File: config.mk
export PLATFORM = sky130hd
export DESIGN_NAME = led_matrix_chain_frame_driver
export DESIGN_NICKNAME = d
export VERILOG_FILES = /design/src/hw/rtl/lmd_pkg.sv /design/src/hw/rtl/lmd_ram.sv /design/src/hw/rtl/lmd_front.sv /design/src/hw/rtl/lmd_queue.sv /design/src/hw/rtl/lmd_back.sv /design/src/hw/rtl/led_matrix_chain_frame_driver.sv
export SDC_FILE = /design/constraint.sdc
export NUM_CORES = 1
export LEC_CHECK = 0
export BUFFER_PORTS_ARGS = -buffer_cell sky130_fd_sc_hd__buf_2
export CORE_MARGIN = 5
export CORE_UTILIZATION = 30
export CTS_BUF_LIST = sky130_fd_sc_hd__clkbuf_2
export DETAILED_ROUTE_END_ITERATION = 10
export PLACE_DENSITY = 0.44
export SLEW_MARGIN = 30
export SYNTH_ARGS = -nofsm -noshare
export SYNTH_HDL_FRONTEND = slang
export SYNTH_SLANG_ARGS = --single-unit
File: constraint.sdc
create_clock -name clk -period 12.47 [get_ports clk]
set_input_delay 3.741 -clock clk [delete_from_list [all_inputs] [get_ports clk]]
set_output_delay 3.741 -clock clk [all_outputs]
set_load 0.01 [all_outputs]
File: src/hw/rtl/lmd_pkg.sv
// Shared types and constants of the LED matrix frame driver.
`timescale 1ns / 1ps
package lmd_pkg;

    localparam int DEVICES_DEF = 4;
    localparam int QDEPTH      = 2;
    localparam int ROW_W       = 3;
    localparam int OP_W        = 4;

    // Back end operations
    localparam logic [OP_W-1:0] OP_REFRESH = 4'd0;
    localparam logic [OP_W-1:0] OP_WRITE   = 4'd1;
    localparam logic [OP_W-1:0] OP_STORE   = 4'd2;
    localparam logic [OP_W-1:0] OP_FILL    = 4'd3;
    localparam logic [OP_W-1:0] OP_ORCOL   = 4'd4;
    localparam logic [OP_W-1:0] OP_CLRDEV  = 4'd5;
    localparam logic [OP_W-1:0] OP_CLRALL  = 4'd6;
    localparam logic [OP_W-1:0] OP_INIT    = 4'd7;
    localparam logic [OP_W-1:0] OP_TEST    = 4'd8;

    typedef struct packed {
        logic [3:0]        req_type;
        logic [1:0]        device_index;
        logic signed [7:0] row_index;
        logic signed [7:0] col_index;
        logic [7:0]        pattern;
        logic signed [7:0] shift_amount;
        logic              symbol_done;
        logic              test_on;
    } in_t;

    typedef struct packed {
        logic [3:0] reg_address;
        logic [7:0] reg_value;
        logic       release_select;
        logic       last;
    } out_t;

    typedef struct packed {
        logic [OP_W-1:0]  op;
        logic [1:0]       dev;
        logic [ROW_W-1:0] row;
        logic [7:0]       data;
        logic [7:0]       mask;
    } cmd_t;

endpackage

File: src/hw/rtl/lmd_ram.sv
// Generic single-write, single-read RAM with registered read data.
`timescale 1ns / 1ps
module lmd_ram #(
    parameter int WIDTH = 8,
    parameter int DEPTH = 32
) (
    input  logic                     clk,
    input  logic                     we,
    input  logic [$clog2(DEPTH)-1:0] waddr,
    input  logic [WIDTH-1:0]         wdata,
    input  logic [$clog2(DEPTH)-1:0] raddr,
    output logic [WIDTH-1:0]         rdata
);
    logic [WIDTH-1:0] mem [DEPTH];

    always_ff @(posedge clk)
    begin
        if (we)
        begin
            mem[waddr] <= wdata;
        end
        rdata <= mem[raddr];
    end
endmodule

File: src/hw/rtl/lmd_front.sv
// Request front end: accept handshake, clamping, shifting and classification.
`timescale 1ns / 1ps
module lmd_front #(
    parameter int DEVICES = lmd_pkg::DEVICES_DEF
) (
    input  logic                         start,
    output logic                         busy,
    input  lmd_pkg::in_t                 request,
    input  logic [$clog2(DEVICES+1)-1:0] n_active,
    input  logic                         q_full,
    output logic                         q_push,
    output lmd_pkg::cmd_t                q_cmd
);
    import lmd_pkg::*;

    localparam int CNT_W = $clog2(DEVICES + 1);

    localparam logic [3:0] REQ_PIXEL    = 4'd0;
    localparam logic [3:0] REQ_COLUMN   = 4'd1;
    localparam logic [3:0] REQ_ROW      = 4'd2;
    localparam logic [3:0] REQ_CUST_COL = 4'd3;
    localparam logic [3:0] REQ_CUST_ROW = 4'd4;
    localparam logic [3:0] REQ_CLR_DEV  = 4'd5;
    localparam logic [3:0] REQ_CLR_ALL  = 4'd6;
    localparam logic [3:0] REQ_SYMBOL   = 4'd7;
    localparam logic [3:0] REQ_INIT     = 4'd8;
    localparam logic [3:0] REQ_TEST     = 4'd9;

    function automatic logic [ROW_W-1:0] clamp07(logic signed [7:0] v);
        logic [ROW_W-1:0] res;
        if (v[7])
            res = '0;
        else if (|v[6:3])
            res = '1;
        else
            res = v[2:0];
        return res;
    endfunction

    // Saturate the shift to -7..7; left loses the top bits
    function automatic logic [7:0] shift_byte(logic [7:0] p, logic signed [7:0] s);
        logic signed [7:0] neg;
        logic [7:0]        res;
        neg = -s;
        if (s > 8'sd7)
            res = p << 3'd7;
        else if (s > 8'sd0)
            res = p << s[2:0];
        else if (s < -8'sd7)
            res = p >> 3'd7;
        else if (s < 8'sd0)
            res = p >> neg[2:0];
        else
            res = p;
        return res;
    endfunction

    logic [ROW_W-1:0] row_c;
    logic [ROW_W-1:0] col_c;
    logic [7:0]       col_bit;
    logic [7:0]       shifted;
    logic             dev_ok;
    logic             keep;

    assign row_c   = clamp07(request.row_index);
    assign col_c   = clamp07(request.col_index);
    assign col_bit = 8'h01 << col_c;
    assign shifted = shift_byte(request.pattern, request.shift_amount);
    assign dev_ok  = ((CNT_W + 2)'(request.device_index) < (CNT_W + 2)'(n_active));

    always_comb
    begin
        q_cmd      = '0;
        q_cmd.dev  = request.device_index;
        q_cmd.row  = row_c;
        q_cmd.data = col_bit;
        q_cmd.mask = shifted;
        q_cmd.op   = OP_REFRESH;
        keep       = 1'b1;
        unique case (request.req_type)
            REQ_PIXEL:    q_cmd.op = dev_ok ? OP_WRITE : OP_REFRESH;
            REQ_COLUMN:   q_cmd.op = dev_ok ? OP_FILL : OP_REFRESH;
            REQ_ROW:
            begin
                q_cmd.op   = dev_ok ? OP_WRITE : OP_REFRESH;
                q_cmd.data = 8'hFF;
            end
            REQ_CUST_COL: q_cmd.op = dev_ok ? OP_ORCOL : OP_REFRESH;
            REQ_CUST_ROW:
            begin
                q_cmd.op   = dev_ok ? OP_WRITE : OP_REFRESH;
                q_cmd.data = shifted;
            end
            REQ_CLR_DEV:  q_cmd.op = dev_ok ? OP_CLRDEV : OP_REFRESH;
            REQ_CLR_ALL:  q_cmd.op = OP_CLRALL;
            REQ_SYMBOL:
            begin
                q_cmd.data = request.pattern;
                if (request.symbol_done)
                    q_cmd.op = dev_ok ? OP_WRITE : OP_REFRESH;
                else if (dev_ok)
                    q_cmd.op = OP_STORE;
                else
                    keep = 1'b0;
            end
            REQ_INIT:     q_cmd.op = OP_INIT;
            REQ_TEST:
            begin
                q_cmd.op   = OP_TEST;
                q_cmd.data = {7'd0, request.test_on};
            end
            default:      keep = 1'b0;
        endcase
    end

    assign busy   = q_full;
    // Requests with no effect and no frames are dropped here
    assign q_push = start && !q_full && keep;
endmodule

File: src/hw/rtl/lmd_queue.sv
// Short command queue between front end and execution unit.
`timescale 1ns / 1ps
module lmd_queue #(
    parameter int DEPTH = lmd_pkg::QDEPTH
) (
    input  logic          clk,
    input  logic          rst_n,
    input  logic          push,
    input  lmd_pkg::cmd_t wdata,
    output logic          full,
    input  logic          pop,
    output logic          not_empty,
    output lmd_pkg::cmd_t rdata
);
    import lmd_pkg::*;

    localparam int PW = (DEPTH > 1) ? $clog2(DEPTH) : 1;
    localparam int CW = $clog2(DEPTH + 1);

    cmd_t          slot_reg [DEPTH];
    logic [PW-1:0] wr_ptr_reg;
    logic [PW-1:0] wr_ptr_next;
    logic [PW-1:0] rd_ptr_reg;
    logic [PW-1:0] rd_ptr_next;
    logic [CW-1:0] count_reg;
    logic [CW-1:0] count_next;
    logic          do_push;
    logic          do_pop;

    assign full      = (count_reg == CW'(DEPTH));
    assign not_empty = (count_reg != '0);
    assign rdata     = slot_reg[rd_ptr_reg];
    assign do_push   = push && !full;
    assign do_pop    = pop && not_empty;

    always_comb
    begin
        wr_ptr_next = wr_ptr_reg;
        rd_ptr_next = rd_ptr_reg;
        count_next  = count_reg;
        if (do_push)
            wr_ptr_next = (wr_ptr_reg == PW'(DEPTH - 1)) ? '0 : wr_ptr_reg + PW'(1);
        if (do_pop)
            rd_ptr_next = (rd_ptr_reg == PW'(DEPTH - 1)) ? '0 : rd_ptr_reg + PW'(1);
        if (do_push && !do_pop)
            count_next = count_reg + CW'(1);
        else if (do_pop && !do_push)
            count_next = count_reg - CW'(1);
    end

    always_ff @(posedge clk or negedge rst_n)
    begin
        if (!rst_n)
        begin
            wr_ptr_reg <= '0;
            rd_ptr_reg <= '0;
            count_reg  <= '0;
        end
        else
        begin
            wr_ptr_reg <= wr_ptr_next;
            rd_ptr_reg <= rd_ptr_next;
            count_reg  <= count_next;
        end
    end

    always_ff @(posedge clk)
    begin
        if (do_push)
        begin
            slot_reg[wr_ptr_reg] <= wdata;
        end
    end
endmodule

File: src/hw/rtl/lmd_back.sv
// Execution unit: frame store updates, refresh and register group emission.
`timescale 1ns / 1ps
module lmd_back #(
    parameter int DEVICES = lmd_pkg::DEVICES_DEF
) (
    input  logic                         clk,
    input  logic                         rst_n,
    input  logic                         q_valid,
    input  lmd_pkg::cmd_t                q_cmd,
    output logic                         q_pop,
    input  logic [$clog2(DEVICES+1)-1:0] n_active,
    output lmd_pkg::out_t                result,
    output logic                         result_strobe
);
    import lmd_pkg::*;

    localparam int CNT_W = $clog2(DEVICES + 1);
    localparam int DEV_W = (DEVICES > 1) ? $clog2(DEVICES) : 1;
    localparam int AW    = ROW_W + DEV_W;
    localparam int DEPTH = 1 << AW;

    localparam logic [3:0] REG_DECODE   = 4'h9;
    localparam logic [3:0] REG_SCAN     = 4'hB;
    localparam logic [3:0] REG_SHUTDOWN = 4'hC;
    localparam logic [3:0] REG_TEST     = 4'hF;
    localparam int         INIT_GROUPS  = 5;

    localparam logic [2:0] S_IDLE = 3'd0;
    localparam logic [2:0] S_UPD  = 3'd1;
    localparam logic [2:0] S_ORD  = 3'd2;
    localparam logic [2:0] S_ORW  = 3'd3;
    localparam logic [2:0] S_EMIT = 3'd4;
    localparam logic [2:0] S_GRP  = 3'd5;

    // Init sequence: test off, scan all digits, no decode, wake up, test off
    function automatic logic [11:0] init_frame(logic [2:0] g);
        logic [11:0] f;
        unique case (g)
            3'd0:    f = {REG_TEST, 8'h00};
            3'd1:    f = {REG_SCAN, 8'h07};
            3'd2:    f = {REG_DECODE, 8'h00};
            3'd3:    f = {REG_SHUTDOWN, 8'h01};
            default: f = {REG_TEST, 8'h00};
        endcase
        return f;
    endfunction

    logic [2:0]       state_reg;
    logic [2:0]       state_next;
    cmd_t             cmd_reg;
    cmd_t             cmd_next;
    logic [ROW_W-1:0] row_reg;
    logic [ROW_W-1:0] row_next;
    logic [DEV_W-1:0] dev_reg;
    logic [DEV_W-1:0] dev_next;
    logic [2:0]       grp_reg;
    logic [2:0]       grp_next;
    logic [DEPTH-1:0] vld_reg;
    logic [DEPTH-1:0] vld_next;
    logic             p1_act_reg;
    logic             p1_act_next;
    logic [ROW_W-1:0] p1_row_reg;
    logic [ROW_W-1:0] p1_row_next;
    logic             p1_rel_reg;
    logic             p1_rel_next;
    logic             p1_last_reg;
    logic             p1_last_next;
    logic             p1_ent_reg;
    logic             p1_ent_next;
    out_t             out_reg;
    out_t             out_next;
    logic             strobe_reg;
    logic             strobe_next;

    logic             ram_we;
    logic [AW-1:0]    ram_waddr;
    logic [7:0]       ram_wdata;
    logic [AW-1:0]    ram_raddr;
    logic [7:0]       ram_rdata;
    logic [DEV_W-1:0] cdev;
    logic [DEV_W-1:0] last_dev;
    logic             dev_wrap;
    logic             grp_emit;
    logic [11:0]      grp_frame;
    logic             grp_last;

    assign cdev     = DEV_W'(cmd_reg.dev);
    assign last_dev = DEV_W'(n_active - CNT_W'(1));
    assign dev_wrap = (dev_reg == last_dev);

    lmd_ram #(
        .WIDTH(8),
        .DEPTH(DEPTH)
    ) u_store (
        .clk  (clk),
        .we   (ram_we),
        .waddr(ram_waddr),
        .wdata(ram_wdata),
        .raddr(ram_raddr),
        .rdata(ram_rdata)
    );

    always_comb
    begin
        state_next   = state_reg;
        cmd_next     = cmd_reg;
        row_next     = row_reg;
        dev_next     = dev_reg;
        grp_next     = grp_reg;
        vld_next     = vld_reg;
        p1_act_next  = 1'b0;
        p1_row_next  = row_reg;
        p1_rel_next  = dev_wrap;
        p1_last_next = dev_wrap && (row_reg == '1);
        p1_ent_next  = 1'b0;
        q_pop        = 1'b0;
        ram_we       = 1'b0;
        ram_waddr    = {row_reg, cdev};
        ram_wdata    = cmd_reg.data;
        ram_raddr    = {row_reg, cdev};
        grp_emit     = 1'b0;
        grp_frame    = {REG_TEST, cmd_reg.data};
        grp_last     = 1'b0;

        unique case (state_reg)
            S_IDLE:
            begin
                row_next = '0;
                dev_next = '0;
                grp_next = '0;
                if (q_valid)
                begin
                    q_pop    = 1'b1;
                    cmd_next = q_cmd;
                    unique case (q_cmd.op) inside
                        OP_REFRESH:                   state_next = S_EMIT;
                        OP_ORCOL:                     state_next = S_ORD;
                        OP_INIT, OP_TEST:             state_next = S_GRP;
                        OP_WRITE, OP_STORE, OP_FILL,
                        OP_CLRDEV, OP_CLRALL:         state_next = S_UPD;
                        default:                      state_next = S_IDLE;
                    endcase
                end
            end
            S_UPD:
            begin
                state_next = S_EMIT;
                unique case (cmd_reg.op) inside
                    OP_WRITE, OP_STORE:
                    begin
                        ram_we    = 1'b1;
                        ram_waddr = {cmd_reg.row, cdev};
                        vld_next[{cmd_reg.row, cdev}] = 1'b1;
                        if (cmd_reg.op == OP_STORE)
                            state_next = S_IDLE;
                    end
                    OP_FILL:
                    begin
                        ram_we = 1'b1;
                        vld_next[{row_reg, cdev}] = 1'b1;
                        row_next = row_reg + ROW_W'(1);
                        if (row_reg != '1)
                            state_next = S_UPD;
                    end
                    OP_CLRDEV:
                    begin
                        for (int r = 0; r < (1 << ROW_W); r++)
                        begin
                            vld_next[{ROW_W'(r), cdev}] = 1'b0;
                        end
                    end
                    default: vld_next = '0;
                endcase
            end
            S_ORD:
            begin
                state_next = S_ORW;
            end
            S_ORW:
            begin
                // Read data from the previous cycle; stale entries read as zero
                ram_we    = cmd_reg.mask[row_reg];
                ram_wdata = (vld_reg[{row_reg, cdev}] ? ram_rdata : 8'h00) | cmd_reg.data;
                if (cmd_reg.mask[row_reg])
                    vld_next[{row_reg, cdev}] = 1'b1;
                row_next   = row_reg + ROW_W'(1);
                state_next = (row_reg == '1) ? S_EMIT : S_ORD;
            end
            S_EMIT:
            begin
                ram_raddr   = {row_reg, dev_reg};
                p1_act_next = 1'b1;
                p1_ent_next = vld_reg[{row_reg, dev_reg}];
                if (dev_wrap)
                begin
                    dev_next = '0;
                    row_next = row_reg + ROW_W'(1);
                    if (row_reg == '1)
                        state_next = S_IDLE;
                end
                else
                begin
                    dev_next = dev_reg + DEV_W'(1);
                end
            end
            S_GRP:
            begin
                grp_emit = 1'b1;
                if (cmd_reg.op == OP_INIT)
                begin
                    grp_frame = init_frame(grp_reg);
                    grp_last  = dev_wrap && (grp_reg == 3'(INIT_GROUPS - 1));
                end
                else
                begin
                    grp_last = dev_wrap;
                end
                if (dev_wrap)
                begin
                    dev_next = '0;
                    grp_next = grp_reg + 3'd1;
                    if (grp_last)
                        state_next = S_IDLE;
                end
                else
                begin
                    dev_next = dev_reg + DEV_W'(1);
                end
            end
            default: state_next = S_IDLE;
        endcase
    end

    // Output word, registered: refresh frames use store read data in the p1 stage
    always_comb
    begin
        out_next    = out_reg;
        strobe_next = 1'b0;
        if (p1_act_reg)
        begin
            strobe_next             = 1'b1;
            out_next.reg_address    = {1'b0, p1_row_reg} + 4'd1;
            out_next.reg_value      = p1_ent_reg ? ram_rdata : 8'h00;
            out_next.release_select = p1_rel_reg;
            out_next.last           = p1_last_reg;
        end
        else if (grp_emit)
        begin
            strobe_next             = 1'b1;
            out_next.reg_address    = grp_frame[11:8];
            out_next.reg_value      = grp_frame[7:0];
            out_next.release_select = dev_wrap;
            out_next.last           = grp_last;
        end
    end

    always_ff @(posedge clk or negedge rst_n)
    begin
        if (!rst_n)
        begin
            state_reg  <= S_IDLE;
            row_reg    <= '0;
            dev_reg    <= '0;
            grp_reg    <= '0;
            vld_reg    <= '0;
            p1_act_reg <= 1'b0;
            strobe_reg <= 1'b0;
        end
        else
        begin
            state_reg  <= state_next;
            row_reg    <= row_next;
            dev_reg    <= dev_next;
            grp_reg    <= grp_next;
            vld_reg    <= vld_next;
            p1_act_reg <= p1_act_next;
            strobe_reg <= strobe_next;
        end
    end

    always_ff @(posedge clk)
    begin
        cmd_reg     <= cmd_next;
        p1_row_reg  <= p1_row_next;
        p1_rel_reg  <= p1_rel_next;
        p1_last_reg <= p1_last_next;
        p1_ent_reg  <= p1_ent_next;
        out_reg     <= out_next;
    end

    assign result        = out_reg;
    assign result_strobe = strobe_reg;
endmodule

File: src/hw/rtl/led_matrix_chain_frame_driver.sv
// Top level of the LED matrix chain frame driver.
`timescale 1ns / 1ps
// Usage:
//   Request channel: a word on request is taken at a clock edge with start high
//   and busy low. Up to two requests wait in a queue ahead of the execution unit;
//   busy is high while that queue is full.
//   Config channel: cfg_data (active chip count) is written when cfg_valid is
//   high; cfg_ready is always high. Write it only while no request is pending.
//   Result channel: each frame word is on result for one cycle with
//   result_strobe high; the receiver cannot hold results off.
//   Operation: store updates (pixel, row, column, custom, clear, symbol) run
//   first; each such request, like a plain refresh, then emits every row for
//   each active chip, while init and display test emit register groups. Frames
//   leave one per cycle, paced by the single read port of the frame store.
//   A pending symbol row only updates the frame store and gives no frames.
//   Reset: frame store reads as all zero (per-entry valid bits clear at once,
//   no clearing pass), active count returns to 4, queue empties.
module led_matrix_chain_frame_driver #(
    parameter int DEVICES = lmd_pkg::DEVICES_DEF
) (
    input  logic          clk,
    input  logic          rst_n,
    input  logic          start,
    output logic          busy,
    input  lmd_pkg::in_t  request,
    input  logic          cfg_valid,
    output logic          cfg_ready,
    input  logic [2:0]    cfg_data,
    output lmd_pkg::out_t result,
    output logic          result_strobe
);
    import lmd_pkg::*;

    localparam int CNT_W = $clog2(DEVICES + 1);

    logic [2:0]       active_reg;
    logic [2:0]       active_next;
    logic [CNT_W-1:0] n_active;
    logic             q_full;
    logic             q_push;
    logic             q_pop;
    logic             q_valid;
    cmd_t             q_wcmd;
    cmd_t             q_rcmd;

    assign cfg_ready   = 1'b1;
    assign active_next = (cfg_valid && cfg_ready) ? cfg_data : active_reg;

    always_ff @(posedge clk or negedge rst_n)
    begin
        if (!rst_n)
            active_reg <= 3'd4;
        else
            active_reg <= active_next;
    end

    // Zero counts as one chip, anything above the chain length saturates
    always_comb
    begin
        if (active_reg == 3'd0)
            n_active = CNT_W'(1);
        else if (32'(active_reg) > DEVICES)
            n_active = CNT_W'(DEVICES);
        else
            n_active = CNT_W'(active_reg);
    end

    lmd_front #(
        .DEVICES(DEVICES)
    ) u_front (
        .start   (start),
        .busy    (busy),
        .request (request),
        .n_active(n_active),
        .q_full  (q_full),
        .q_push  (q_push),
        .q_cmd   (q_wcmd)
    );

    lmd_queue #(
        .DEPTH(QDEPTH)
    ) u_queue (
        .clk      (clk),
        .rst_n    (rst_n),
        .push     (q_push),
        .wdata    (q_wcmd),
        .full     (q_full),
        .pop      (q_pop),
        .not_empty(q_valid),
        .rdata    (q_rcmd)
    );

    lmd_back #(
        .DEVICES(DEVICES)
    ) u_back (
        .clk          (clk),
        .rst_n        (rst_n),
        .q_valid      (q_valid),
        .q_cmd        (q_rcmd),
        .q_pop        (q_pop),
        .n_active     (n_active),
        .result       (result),
        .result_strobe(result_strobe)
    );
endmodule

==> run_results.csv <==
group,metric,value,unit
placement,dp_hpwl,33530,um
layout,drive_above_1_share,21.47,%
layout,postLayoutCoreUtil,33.98,%
layout,seq_area,11940,um^2
detailed_routing,vias,11960,
floorplanning,ioPinCount,64,
clocking,insertion_delay,1.18,ns
yosys,synthArstFlopShare,12.65,%
detailed_routing,drtIter0Drc,725,
floorplanning,core_area,60470,um^2
detailed_routing,wl_met2,23150,um
yosys,ys_warn_count,0,
worst_setup_path,arrival,1.82,ns
detailed_routing,route.detailed.wl_per_inst,21.27,um
layout,final_common_cell,"edfxtp_1",
job,drv_cap,0,
worst_setup_path,r2r_cells,8,
yosys,synthFlopType,"edfxtp_1",
detailed_routing,wl_met1,23520,um
power_and_ir_drop,ir_drop,0.0001837,V
worst_setup_path,reg2reg_slack,8.44,ns
yosys,synth_edf_count,345,
floorplanning,die_width,257.2,um
layout,fillers,6085,
global_routing,grt_max_degree,100,
sta,finalSetupViolations,0,
floorplanning,rows,90,
detailed_routing,ant_nets,0,
worst_setup_path,worstPathRequired,8.73,ns
worst_setup_path,startpoint_type,"flip-flop",
floorplanning,die_h,257.2,um
placement,port_buffers,62,
worst_hold_path,hp-class,"reg -> reg",
clocking,cts-resized-gates,0,
detailed_routing,routed-wl-met3,2694,um
yosys,synthCells,1385,
power_and_ir_drop,p_per_area,205.9,nW/um^2
yosys,syn_nets,1443,
yosys,ys_seq_elements,411,
layout,final_nets,1565,
clocking,clkSinkCount,411,
global_routing,grt_usage,15.18,%
worst_setup_path,critPathCaptureType,"output pin",
detailed_routing,wl,50790,um
global_routing,grt_overflow_total,0,
clocking,cts_max_level,3,
worst_setup_path,critPathLaunch,"u_queue.count_reg[0]$_DFFE_PN0P_",
worst_setup_path,r2r-start,"u_back.state_reg[2]$_DFFE_PN0P_",
sta,hold_viol,0,
clocking,clk_path_buf_depth,3,
yosys,syn_area,18340,um^2
sta,min_period,5.562,ns
detailed_routing,drc,0,
floorplanning,initial_core_util,30.33,%
detailed_routing,viasPerCell,5.007,
status,status,"finished clean",
layout,multiInputGateArea,6040,um^2
clocking,cts_made_buffers,109,
yosys,synth.distinct_cells,69,
yosys,syn_avg_cell_area,13.24,um^2
sta,worst_slew_pin_slew,0.9482,ns
sta,maxSlewViolCount,0,
worst_setup_path,path_class,"reg -> out",
layout,synthToLayoutAreaGrowth,12.04,%
global_routing,grt_pass1_wl,77270,um
clocking,cts_tree,"yes",
floorplanning,die_area,66180,um^2
worst_setup_path,cp_max_fo,4,
clocking,clockRootBuffer,"clkbuf_2",
sta,rsz0062_at_grt,"false",
yosys,yosysSeqAreaShare,65.12,%
sta,fmax,0.1798,GHz
yosys,synth.area.top_cells,"edfxtp_1, dfrtp_1, mux2i_1, mux4_2, nand2_1",
worst_setup_path,worstSetupEndpoint,"busy",
sta,fin_crit_sh,44.60,%
global_routing,grt_pass1_vias,12280,
sta,tns,0,ns
worst_setup_path,r2r_end,"u_back.u_store.rdata[0]$_DFF_P_",
layout,largest_register_ffs,256,
clocking,cts_setup_buffers,0,
detailed_routing,first_pass_iters,5,
placement,routabilityCongestion,0.8625,
yosys,yosysTopAreaCellShare,56.49,%
layout,layout_common_cells,"edfxtp_1, nand2_1, clkbuf_2, mux2i_1, a21oi_1",
clocking,clk_pin_slew,0.09,ns
clocking,hold_buffers,0,
power_and_ir_drop,leakagePower,7.421,nW
global_routing,antenna_found_initial,2,
sta,relSlewSlack,36.55,%
yosys,yosysTopAreaCell,"edfxtp_1",
sta,fin_worst_skew,0.1386,ns
detailed_routing,top_layer_used,"met4",
-- critical path: stages, from the launching register on --
cell and delay (ns):
dfrtp_1 0.44, nor2b_1 0.16, buf_2 0.15
-- synthesized netlist by cell type, drive strengths merged (5+ instances only) --
library cell,number
clkbuf,42
nor3,28
a21o,12
edfxtp,345
mux2,33
a22o,6
o21ai,68
mux4,30
dfxtp,14
xor2,7
nor4,18
a221oi,5
buf,29
o22ai,41
nand2b,14
o2bb2ai,5
nand2,175
nor2,90
inv,18
and3,7
nor3b,6
mux2i,110
dfrtp,51
nand3,20
ha,11
and2,9
a22oi,5
a311oi,5
a21oi,95
nor2b,13
-- how the worst min path moves through the flow --
stage	startpoint	endpoint	cells past startpoint	slack [ns]
floorplan	u_back.p1_row_next[1]$_DFFE_PN0P_	u_back.p1_row_reg[1]$_DFF_P_	0	0.37
global placement	u_back.vld_reg[14]$_DFFE_PN0P_	u_back.vld_reg[14]$_DFFE_PN0P_	2	0.48
detailed placement	u_back.vld_reg[23]$_DFFE_PN0P_	u_back.vld_reg[23]$_DFFE_PN0P_	2	0.49
CTS	u_queue.count_reg[1]$_DFFE_PN0P_	u_queue.count_reg[1]$_DFFE_PN0P_	1	0.51
global route	u_queue.count_reg[1]$_DFFE_PN0P_	u_queue.count_reg[1]$_DFFE_PN0P_	1	0.52
finish	u_queue.count_reg[1]$_DFFE_PN0P_	u_queue.count_reg[1]$_DFFE_PN0P_	1	0.50
-- through the flow --
stage | power (mW) | setup WS [ns] | hold slack (ns) | cells | cell area [um^2]
after floorplan | 2.825 | 6.311 | 0.3661 | 1385 | 18340
after detailed placement | 3.345 | 6.137 | 0.4924 | 2177 | 19500
final | 4.232 | 6.908 | 0.5027 | 2388 | 20550
after global placement | 3.321 | 6.164 | 0.4783 | 2176 | 19450
after CTS | 4.302 | 6.722 | 0.5099 | 2383 | 20510
after global routing | 4.497 | 6.687 | 0.5153 | 2388 | 20550
-- logic make-up after synthesis --
| logic type | share of synthesized area [%] |
|---|---|
| AO/OA/AOI/OAI | 9.306 |
| XOR/XNOR | 0.4299 |
| adder cells (fa/ha/maj) | 0.7505 |
| buffers and inverters | 2.313 |
| flip-flops | 65.12 |
| multiplexers | 11.71 |
| other | 0.02045 |
| AND/OR/NAND/NOR | 10.34 |
-- where the power goes --
| group | switching [mW] | internal [mW] |
|---|---|---|
| Sequential | 0.129 | 1.77 |
| Combinational | 0.914 | 0.480 |
| Clock | 0.585 | 0.355 |
-- per-layer routing --
layer / GRT usage (%) / vias to the layer above
li1: - / 5614
met2: 23.68 / 342
met3: 3.843 / 99
met1: 20.73 / 5901
met5: 0 / -
met4: 5.264 / 0
-- cell type report --
type                       count  share of cell area (%)
tap                          782                   4.762
clock inverter                47                   1.029
clock buffer                 159                   3.873
timing repair buffer          82                   2.399
antenna                        4                 0.04872
multi-input combinational    884                   29.39
inverter                      19                  0.3715
sequential                   411                   58.12
Note: power is estimated with default switching activity, not from simulation.
